===== src/rtl/qsrsc_pkg.sv =====
// shared types and codes for the stream receive state checker
// no dependencies; imported by qsrsc_step and the top level
package qsrsc_pkg;

  typedef enum logic [2:0] {
    ACT_DATA  = 3'd0,
    ACT_RESET = 3'd1,
    ACT_RAISE = 3'd2,
    ACT_TAKE  = 3'd3,
    ACT_ACK   = 3'd4,
    ACT_LOST  = 3'd5
  } action_e;

  typedef enum logic [1:0] {
    ST_OK        = 2'd0,
    ST_DIRECTION = 2'd1,
    ST_CLOSED    = 2'd2,
    ST_CONFLICT  = 2'd3
  } status_e;

  // max_stream_data frame lifecycle
  typedef enum logic [3:0] {
    FS_NONE    = 4'b0001,
    FS_PENDING = 4'b0010,
    FS_SENT    = 4'b0100,
    FS_ACKED   = 4'b1000
  } frame_state_e;

  typedef enum logic [1:0] {
    REG_STREAM_NUMBER   = 2'd0,
    REG_LOCAL_IS_CLIENT = 2'd1,
    REG_INITIAL_LIMIT   = 2'd2
  } cfg_reg_e;

  localparam int unsigned SidW = 62;
  localparam int unsigned OffW = 64;
  localparam int unsigned LenW = 16;

  localparam logic [SidW-1:0] SidInitiatorBit = SidW'(64'h01);
  localparam logic [SidW-1:0] SidUniBit       = SidW'(64'h02);

  typedef struct packed {
    logic [SidW-1:0] stream_number;
    logic            is_client;
  } cfg_t;

  typedef struct packed {
    logic [2:0]      action;
    logic [OffW-1:0] offset;
    logic [LenW-1:0] length;
    logic            fin;
    logic [OffW-1:0] value;
    logic [SidW-1:0] frame_stream;
  } item_t;

  typedef struct packed {
    logic [OffW-1:0] highest;
    logic [OffW-1:0] total_size;
    logic            final_known;
    logic            send_done;
    logic            reset_flag;
    logic [OffW-1:0] limit;
    logic [OffW-1:0] frame_value;
    logic            frame_present;
    frame_state_e    frame_state;
  } rx_state_t;

  typedef struct packed {
    status_e         status;
    logic            frame_valid;
    logic [OffW-1:0] frame_maximum;
  } step_res_t;

endpackage


===== src/rtl/qsrsc_step.sv =====
// next-state and result logic for one beat of the stream receive checker
// depends on qsrsc_pkg
module qsrsc_step (
  input  qsrsc_pkg::cfg_t      cfg_i,
  input  qsrsc_pkg::rx_state_t state_i,
  input  qsrsc_pkg::item_t     item_i,
  output qsrsc_pkg::rx_state_t state_o,
  output qsrsc_pkg::step_res_t res_o
);
  import qsrsc_pkg::*;

  logic            may_receive;
  logic            client_opened;
  logic            local_opened;
  logic [OffW:0]   end_sum;
  logic [OffW-1:0] span_end;
  logic [OffW-1:0] highest_new;
  logic            fin_conflict;
  logic            reset_conflict;
  logic            frame_match;

  assign client_opened = (cfg_i.stream_number & SidInitiatorBit) == '0;
  assign local_opened  = (cfg_i.is_client == client_opened);
  assign may_receive   = ((cfg_i.stream_number & SidUniBit) == '0) || !local_opened;

  // range end saturates at all-ones
  assign end_sum  = {1'b0, item_i.offset} + {{(OffW+1-LenW){1'b0}}, item_i.length};
  assign span_end = end_sum[OffW] ? '1 : end_sum[OffW-1:0];

  assign highest_new = (span_end > state_i.highest) ? span_end : state_i.highest;

  // highest is raised before the fin check
  assign fin_conflict = (state_i.final_known && (state_i.total_size != span_end)) ||
                        (highest_new > span_end);
  assign reset_conflict = (state_i.final_known && (state_i.total_size != item_i.value)) ||
                          (state_i.highest > item_i.value);

  assign frame_match = state_i.frame_present &&
                       (item_i.frame_stream == cfg_i.stream_number) &&
                       (item_i.value == state_i.frame_value);

  always_comb begin
    state_o           = state_i;
    res_o.status      = ST_OK;
    res_o.frame_valid = 1'b0;
    res_o.frame_maximum = '0;
    case (action_e'(item_i.action))
      ACT_DATA: begin
        if (!may_receive) begin
          res_o.status = ST_DIRECTION;
        end else if (span_end > state_i.limit) begin
          res_o.status = ST_CONFLICT;
        end else if (state_i.final_known && (span_end > state_i.total_size)) begin
          res_o.status = ST_CONFLICT;
        end else begin
          state_o.highest = highest_new;
          if (item_i.fin) begin
            if (fin_conflict) begin
              res_o.status = ST_CONFLICT;
            end else begin
              state_o.total_size  = span_end;
              state_o.final_known = 1'b1;
              state_o.send_done   = 1'b1;
            end
          end
        end
      end
      ACT_RESET: begin
        if (!may_receive) begin
          res_o.status = ST_DIRECTION;
        end else if (reset_conflict) begin
          res_o.status = ST_CONFLICT;
        end else begin
          state_o.total_size  = item_i.value;
          state_o.final_known = 1'b1;
          state_o.send_done   = 1'b1;
          state_o.reset_flag  = 1'b1;
        end
      end
      ACT_RAISE: begin
        if (item_i.value > state_i.limit) begin
          state_o.limit         = item_i.value;
          state_o.frame_value   = item_i.value;
          state_o.frame_present = 1'b1;
          state_o.frame_state   = FS_PENDING;
        end
      end
      ACT_TAKE: begin
        if ((state_i.frame_state == FS_PENDING) && state_i.frame_present) begin
          state_o.frame_state = FS_SENT;
          res_o.frame_valid   = 1'b1;
          res_o.frame_maximum = state_i.frame_value;
        end
      end
      ACT_ACK: begin
        if (frame_match) begin
          state_o.frame_state = FS_ACKED;
        end
      end
      ACT_LOST: begin
        if ((state_i.frame_state != FS_ACKED) && frame_match) begin
          state_o.frame_state = FS_PENDING;
        end
      end
      default: begin
      end
    endcase
  end

endmodule


===== src/rtl/quic_stream_receive_state_checker_core.sv =====
// Receive half of one stream: flow-control limit, final size and limit frame lifecycle.
// One beat is accepted per cycle when the result side keeps up; an accepted beat is held
// in the input register, and its result is loaded into the result register once that
// register is free or its result is being taken. Between those registers sits the
// single-pass update of the stream state: a 64-bit saturating add of offset and length and
// its compares against the limit, the final size and the highest offset. There is no
// clearing pass after reset. Configuration writes (stream id, role, initial limit) must be
// made only while no beat is in flight; writing the initial limit also reloads the
// advertised limit.
// depends on qsrsc_pkg and qsrsc_step
module quic_stream_receive_state_checker_core (
  input  logic                        clk_i,
  input  logic                        rst_ni,
  input  logic                        cfg_we_i,
  input  logic [1:0]                  cfg_index_i,
  input  logic [qsrsc_pkg::OffW-1:0]  cfg_wdata_i,
  input  logic                        in_valid_i,
  output logic                        in_stall_o,
  input  logic [2:0]                  action_i,
  input  logic [qsrsc_pkg::OffW-1:0]  offset_i,
  input  logic [qsrsc_pkg::LenW-1:0]  length_i,
  input  logic                        fin_i,
  input  logic [qsrsc_pkg::OffW-1:0]  value_i,
  input  logic [qsrsc_pkg::SidW-1:0]  frame_stream_i,
  output logic                        out_valid_o,
  input  logic                        out_stall_i,
  output qsrsc_pkg::status_e          status_o,
  output logic                        frame_valid_o,
  output logic [qsrsc_pkg::OffW-1:0]  frame_maximum_o,
  output logic                        peer_closed_o,
  output logic                        reset_seen_o,
  output logic [qsrsc_pkg::OffW-1:0]  highest_offset_o
);
  import qsrsc_pkg::*;

  cfg_t      cfg_q;
  rx_state_t state_q;
  rx_state_t state_next;
  step_res_t res_next;
  item_t     item_q;
  logic      in_valid_q;
  logic      out_valid_q;
  logic      advance;
  logic      in_take;

  status_e         status_q;
  logic            frame_valid_q;
  logic [OffW-1:0] frame_maximum_q;
  logic            peer_closed_q;
  logic            reset_seen_q;
  logic [OffW-1:0] highest_q;

  assign advance    = in_valid_q && (!out_valid_q || !out_stall_i);
  assign in_stall_o = in_valid_q && !advance;
  assign in_take    = in_valid_i && !in_stall_o;

  qsrsc_step u_step (
    .cfg_i   (cfg_q),
    .state_i (state_q),
    .item_i  (item_q),
    .state_o (state_next),
    .res_o   (res_next)
  );

  always_ff @(posedge clk_i or negedge rst_ni) begin
    if (!rst_ni) begin
      cfg_q.stream_number <= '0;
      cfg_q.is_client     <= 1'b1;
    end else if (cfg_we_i) begin
      case (cfg_reg_e'(cfg_index_i))
        REG_STREAM_NUMBER:   cfg_q.stream_number <= cfg_wdata_i[SidW-1:0];
        REG_LOCAL_IS_CLIENT: cfg_q.is_client     <= cfg_wdata_i[0];
        default: begin
        end
      endcase
    end
  end

  always_ff @(posedge clk_i or negedge rst_ni) begin
    if (!rst_ni) begin
      state_q.highest       <= '0;
      state_q.total_size    <= '0;
      state_q.final_known   <= 1'b0;
      state_q.send_done     <= 1'b0;
      state_q.reset_flag    <= 1'b0;
      state_q.limit         <= '1;
      state_q.frame_value   <= '0;
      state_q.frame_present <= 1'b0;
      state_q.frame_state   <= FS_NONE;
    end else if (advance) begin
      state_q <= state_next;
    end else if (cfg_we_i && (cfg_reg_e'(cfg_index_i) == REG_INITIAL_LIMIT)) begin
      state_q.limit <= cfg_wdata_i;
    end
  end

  // input register
  always_ff @(posedge clk_i or negedge rst_ni) begin
    if (!rst_ni) begin
      in_valid_q <= 1'b0;
    end else if (!in_stall_o) begin
      in_valid_q <= in_valid_i;
    end
  end

  always_ff @(posedge clk_i) begin
    if (in_take) begin
      item_q.action       <= action_i;
      item_q.offset       <= offset_i;
      item_q.length       <= length_i;
      item_q.fin          <= fin_i;
      item_q.value        <= value_i;
      item_q.frame_stream <= frame_stream_i;
    end
  end

  // result register
  always_ff @(posedge clk_i or negedge rst_ni) begin
    if (!rst_ni) begin
      out_valid_q <= 1'b0;
    end else if (advance) begin
      out_valid_q <= 1'b1;
    end else if (!out_stall_i) begin
      out_valid_q <= 1'b0;
    end
  end

  always_ff @(posedge clk_i) begin
    if (advance) begin
      status_q        <= res_next.status;
      frame_valid_q   <= res_next.frame_valid;
      frame_maximum_q <= res_next.frame_maximum;
      peer_closed_q   <= state_next.send_done;
      reset_seen_q    <= state_next.reset_flag;
      highest_q       <= state_next.highest;
    end
  end

  assign out_valid_o      = out_valid_q;
  assign status_o         = status_q;
  assign frame_valid_o    = frame_valid_q;
  assign frame_maximum_o  = frame_maximum_q;
  assign peer_closed_o    = peer_closed_q;
  assign reset_seen_o     = reset_seen_q;
  assign highest_offset_o = highest_q;

`ifndef SYNTHESIS
  a_highest_monotonic : assert property (@(posedge clk_i) disable iff (!rst_ni)
    1'b1 |=> state_q.highest >= $past(state_q.highest))
    else $error("highest offset went down");

  a_frame_present : assert property (@(posedge clk_i) disable iff (!rst_ni)
    (state_q.frame_state != FS_NONE) |-> state_q.frame_present)
    else $error("frame lifecycle active without a queued frame");

  a_reset_closes : assert property (@(posedge clk_i) disable iff (!rst_ni)
    (out_valid_o && reset_seen_o) |-> peer_closed_o)
    else $error("peer reset reported without peer close");

  a_frame_ok : assert property (@(posedge clk_i) disable iff (!rst_ni)
    (out_valid_o && frame_valid_o) |-> (status_o == ST_OK))
    else $error("taken frame reported with error status");

  a_take_sent : assert property (@(posedge clk_i) disable iff (!rst_ni)
    (advance && res_next.frame_valid) |=> (state_q.frame_state == FS_SENT))
    else $error("taken frame not marked sent");
`endif

endmodule


===== config.mk =====
export PLATFORM = sky130hd
export DESIGN_NAME = quic_stream_receive_state_checker_core
export DESIGN_NICKNAME = d
export VERILOG_FILES = /design/src/rtl/qsrsc_pkg.sv /design/src/rtl/qsrsc_step.sv /design/src/rtl/quic_stream_receive_state_checker_core.sv
export SDC_FILE = /design/constraint.sdc
export NUM_CORES = 2
export LEC_CHECK = 0
export BUFFER_PORTS_ARGS = -buffer_cell sky130_fd_sc_hd__buf_2
export CAP_MARGIN = 15
export CORE_ASPECT_RATIO = 0.8
export CORE_MARGIN = 1.5
export CORE_UTILIZATION = 28
export DETAILED_ROUTE_END_ITERATION = 10
export PLACE_DENSITY = 0.5
export SYNTH_ARGS = -nofsm -noshare
export SYNTH_HDL_FRONTEND = slang
export SYNTH_SLANG_ARGS = --single-unit

===== constraint.sdc =====
create_clock -name clk_i -period 7.6 [get_ports clk_i]
set_input_delay 0.38 -clock clk_i [delete_from_list [all_inputs] [get_ports clk_i]]
set_output_delay 0.38 -clock clk_i [all_outputs]
set_load 0.02 [all_outputs]

# == Word level (Yosys, flattened, before mapping) ==
# Cells that the tools add are included.
# totals
elab_cells,125
reg_bits,672
output_inout_bits,135
input_bits,281
# classes
n_eq_ne,28
n_reduce_logical,34
n_lt_le_gt_ge,6
mux,31
addsub,1
# op_table
op,n
$mux W130,3
$gt A64 B64 Y1,6
$mux W64,5
$mux W67,2
$mux W133,1
$mux W66,2
$pmux W66 S2,1
$mux W129,1
$ne A64 B64 Y1,2
$logic_not A62 Y1,2
$add A64 B16 Y65,1
$mux W65,1
$eq A64 B64 Y1,1
$eq A62 B62 Y1,1
$ne A2 B1 Y1 const B,9
$pmux W4 S4,1
$mux W2,7
$mux W4,3
$logic_and A1 B1 Y1,11
$ne A2 B2 Y1 const B,5
$reduce_and A9 Y1,1
$eq A3 B2 Y1 const B,2
$eq A3 B3 Y1 const B,2
$reduce_and A2 Y1,3
16 further kinds,27

# == Depth between registers and ports, before layout ==
# logic_depth
depth_word,12
ltp_mapped,36
mapped_depth_nobuf,31

# == Hierarchy ==
# A second synthesis with hierarchy kept.
# hier_totals
hier_cells,4256
hier_area_um2,42440.7
# by_module_without_submodules
mod,cells_each,n_inst,area_per_inst_um2
quic_stream_receive_state_checker_core,1681,1,23736.5
qsrsc_step,2575,1,18704.2

# == Worst setup path after synthesis ==
# Ideal clock, no wire load.
# synth_path
kind,register -> register
startpoint,register item_q[127] (netlist bit)
endpoint,register state_q[136] (netlist bit)
path_stages_with_launch,36
path_slack_ns,0.151
arrival_time_ns,7.321
path_cell_list,edfxtp_1 > ha_1 > fa_1 > a21oi_1 > o21ai_0 > o2111ai_1 > nand2_1 > a22o_1 > clkbuf_1 > nand4_1 > nand3_1 > o21a_1 > ha_1 > nand4_1 > nor4_1 > and4_1 > o2111a_1 > a211oi_1 > o211ai_1 > and2_1 > clkbuf_1 > buf_1 > nand2_1 > o21ai_0 > ha_1 > a21oi_1 > nand2_1 > a221o_1 > a221o_1 > nor4_1 > a21oi_1 > or2_1 > nor4_2 > o21ai_1 > buf_2 > mux2_1
# synth_via
elab_chain_len,8
# synth_lines
element,line,rtl
from (decl),quic_stream_receive_state_checker_core.sv:40,item_t item_q;
$add A64 B16 Y65 *,qsrsc_step.sv:27,"assign end_sum = {1'b0, item_i.offset} + {{(OffW+1-LenW){1'b0}}, item_i.length};"
$mux W64 *,qsrsc_step.sv:28,assign span_end = end_sum[OffW] ? '1 : end_sum[OffW-1:0];
$gt A64 B64 Y1 / $mux W66 (equally long branches),"qsrsc_step.sv:30, qsrsc_step.sv:58",
$mux W64 / $mux W66 (equally long branches),"qsrsc_step.sv:30, qsrsc_step.sv:57",
$gt A64 B64 Y1 / $mux W130 (equally long branches),"qsrsc_step.sv:34, qsrsc_step.sv:53",
$logic_or A1 B1 Y1 / $mux W130 (equally long branches),"qsrsc_step.sv:33, qsrsc_step.sv:51",
$ne A2 B2 Y1 (no source line) / $mux W130 (equally long branches),--,
$reduce_and A9 Y1 (no source line) / $pmux W66 S2 (equally long branches),--,
to (signal assigned),quic_stream_receive_state_checker_core.sv:91,state_q <= state_next;
to (decl),quic_stream_receive_state_checker_core.sv:37,rx_state_t state_q;
# Every way passes the cells marked *; elsewhere a longest branch is shown, timed or not. The select of a mux whose other input is x is not followed.
# A chain may end at the register's enable or synchronous reset.

# == Worst setup path after layout ==
# layout_path
startpoint,register item_q[143] (netlist bit)
endpoint,register state_q[161] (netlist bit)
# Same word-level chain as after synthesis.

==> results by group <==
Run status
  – Outcome: complete, but fails checks
  – Violated checks: negative setup slack

Job
  – Max Cap Viol: 0

Timing
  – RSZ-0062 raised after global routing: yes
  – Final hold vios: 0
  – Crit path time final: ~7.7 ns
  – Final WS setup: -0.0622 ns
  – Max Freq: 0.131 GHz
  – Clk_skew: about 0.028 ns
  – Number of setup violations in the final report: just under 60
  – Final Cycle Share: 1.01
  – Setup TNS: -1.72 ns
  – Slew Limit Fails: 0
  – Relative slew slack: 0.226
  – Worst-Margin Slew: 1.15 ns

Yosys
  – YS warnings: 0
  – Top cell type's share of synthesized area: 0.265
  – Prevailing post-synth register cell: edfxtp_1
  – Commonest cells in the synthesized netlist: 400 x ha_1, 377 x inv_1, 343 x edfxtp_1
  – Cells after synthesis: approximately 3600
  – Number of synthesized flops with an enable pin: 343
  – Synth Cell Area: 0.0388 mm²
  – FF+latch count, synth: about 670
  – Sequential fraction of the synthesis area: 0.480
  – Count leader, synth: ha_1
  – Synth top area cells: edfxtp_1 27%, dfrtp_1 17%, ha_1 13%, dfstp_2 4.5%, inv_1 3.6%
  – Syn nets: approximately 4300
  – Unique cell type count in the Yosys netlist: between 70 and 80
  – FFs w/ async S/R, synth: 0.490
  – Syn_area_per_cell: about 11 µm²
  – Post-synth top area cell: edfxtp_1

Drt
  – DRC Markers: 0
  – Drt pass-1 iters: 6
  – Total Wirelength: 158000 µm
  – Drt via density: 5.02
  – WL per Instance: between 20 and 25 µm
  – Post-DRT Antenna Nets: 0
  – Initial DRC count: between 2000 and 3000
  – DR vias: around 32000

GRT
  – Pin count of the biggest net entering global routing: around 110
  – Vias in the first global route: about 32000
  – Total gr overflow: 0
  – Initial antenna violation count: 8
  – Tot GR Track Use: 0.218
  – First-pass GRT wire length: 223000 µm

Floorplanning
  – Die width: 419 µm
  – Core region area: around 0.14 mm²
  – Rows: approximately 120
  – IO Count: 416
  – Die Span Y: approximately 340 µm
  – Die area: approximately 0.14 mm²
  – Starting density of the core: 0.284

Power and ir drop
  – Internal: just over 9 mW
  – Pwr Density: 290 mW/mm²
  – Reg power frac: 0.375
  – Switching share of power: 0.374
  – Power, Total: roughly 15 mW
  – Maximum VDD drop: between 0.00015 and 0.0002 V
  – Psw: ~5.5 mW
  – LEAKAGE: roughly 23 nW
  – Clk pwr share: 0.275
  – Combinational share of power: 0.350

Clocking
  – Worst-path clk slew: approximately 0.06 ns
  – Clock buffer depth: 3
  – H-tree depth: 3
  – CTS Sinks: 672
  – TritonCTS clock tree: built
  – CTS Buf Count: 81
  – Worst skew pair latency: 0.69 ns
  – Clock Tree Root: clkbuf_16

Critical path
  – Crit path DAT: between 8 and 9 ns
  – Crit path required time: between 8 and 9 ns
  – Startpoint Class: flip-flop
  – Kind of critical path: flip-flop to flip-flop
  – Slowest cell on crit path: edfxtp_1
  – Reg2reg setup slack: -0.06 ns
  – CP most frequent cell: buf_4
  – Critical Path Max Stage Delay: 0.41 ns
  – CP Capture Type: flip-flop
  – Critical Path Fanout Max: 17

Finish
  – Layout cell share with drive strength beyond 1: 0.224
  – Synthesis-to-finish area growth: 31.7%
  – Core Util, Final: 0.374
  – NumNets Final: between 5000 and 6000

Hold path
  – Worst min-delay path class: input port to flip-flop

Placement
  – Setup WS pre-CTS: -0.488 ns
  – Buffers added on ports: 415
  – HPWL after detailed placement: 121000 µm
  – Global placer's final weighted congestion: between 0.9 and 1
[sequential cells by signal, summed over array words and instances (netlist names)]
signal,flops
out_valid_o,1
cfg_q,63
status_o,2
reset_seen_o,1
frame_valid_o,1
in_valid_q,1
item_q,210
state_q,264
highest_offset_o,64
frame_maximum_o,64
peer_closed_o,1
[cells in the final DEF (no fill, tap or decap), types with 64 or more instances in the layout]
cell type | netlist | routed
a21o_1 | 156 | 156
nand2_1 | 192 | 188
edfxtp_1 | 343 | 343
xor2_1 | 64 | 64
nor3_1 | 77 | 70
xnor2_1 | 111 | 111
and2_1 | 136 | 133
nor2_1 | 152 | 149
dlygate4sd3_1 | 0 | 276
nand4_1 | 121 | 121
mux2i_1 | 64 | 64
a21oi_1 | 273 | 264
ha_1 | 400 | 392
a22oi_1 | 66 | 66
buf_4 | 0 | 240
dfrtp_1 | 263 | 263
buf_2 | 30 | 414
a221o_1 | 68 | 68
dfstp_2 | 66 | 66
o21ai_0 | 128 | 117
clkbuf_16 | 0 | 85
inv_1 | 377 | 376
[worst paths after layout]
kind	startpoint	end	cells past startpoint
min reg2reg	state_q[133]	state_q[133]	1
max	item_q[143]	state_q[161]	42
min in group asynchronous	rst_ni	cfg_q[20]	2
min	cfg_we_i	cfg_q[0]	3
max reg2reg	item_q[143]	state_q[161]	42
max in group asynchronous	rst_ni	state_q[61]	3
[what timing repair did]
item | CTS | global route
resized for setup | 40 | 57
setup endpoints to repair | 67 | 67
buffers inserted | 17 | 12
endpoints found under the hold margin | 384 | 0
pin swaps | 35 | 45
hold buffers | 276 | 0
gates cloned | 5 | 3
[final cells by class]
| class | count | area [µm²] |
|---|---|---|
| Clock buffer | 104 | 2180 |
| Antenna cell | 4 | 10.0 |
| Fill cell | 13756 | 85700 |
| Multi-Input combinational cell | 2449 | 18700 |
| Sequential cell | 672 | 18600 |
| Tap cell | 1845 | 2310 |
| Inverter | 378 | 1420 |
| Timing Repair Buffer | 968 | 7370 |
| Clock inverter | 45 | 548 |
[logic make-up (layout without fill, tap and decap cells)]
kind of cell | after synthesis | after routing | synth area share
other cells | 0 | 4 | 0
compound gates | 863 | 863 | 0.147
xor+xnor | 175 | 175 | 0.0395
flops | 672 | 672 | 0.480
simple gates | 883 | 884 | 0.118
mux | 126 | 126 | 0.0345
buf+inv | 507 | 1495 | 0.0519
fa+ha+maj | 401 | 401 | 0.129
[power groups by stage]
| stage | Clock (mW) | Sequential (mW) | Combinational, mW |
|---|---|---|---|
| finish | 4.08 | 5.55 | 5.18 |
| CTS | 4.18 | 5.54 | 5.06 |
| floorplan | 0 | 5.42 | 2.92 |
| detailed placement | 0 | 5.59 | 4.81 |
| global route | 4.30 | 5.64 | 5.73 |
| global placement | 0 | 5.59 | 4.75 |
[routing by layer]
| layer | share of wire | GRT usage | vias up | wire (µm) |
|---|---|---|---|---|
| li1 | - | - | 15132 | - |
| met1 | 0.45 | 0.299 | 16070 | 71000 |
| met2 | 0.46 | 0.349 | 1009 | 72300 |
| met3 | 0.060 | 0.0397 | 232 | 9480 |
| met4 | 0.031 | 0.0661 | 2 | 4930 |
| met5 | 0.000082 | 0 | - | 13 |
[worst max-delay path: cells and delay by family (launching register included)]
family / cells / cell delay (ns)
flip-flops: 1 / 0.41
AND/OR/NAND/NOR: 12 / 2.09
multiplexers: 2 / 0.47
buffers and inverters: 11 / 1.60
AO/OA/AOI/OAI: 13 / 1.89
adder cells (fa/ha/maj): 4 / 1.07
[stage by stage]
step | cells | hold slack, ns | area, µm²
2_1_floorplan | 3627 | 0.0844 | 38800
3_3_place_gp | 6000 | 0.404 | 44700
3_5_place_dp | 6000 | 0.415 | 44700
4_1_cts | 6447 | 0.0593 | 50700
5_1_grt | 6464 | 0.0851 | 51100
6_report | 6465 | 0.105 | 51100
(Power assumes the default switching activity.)
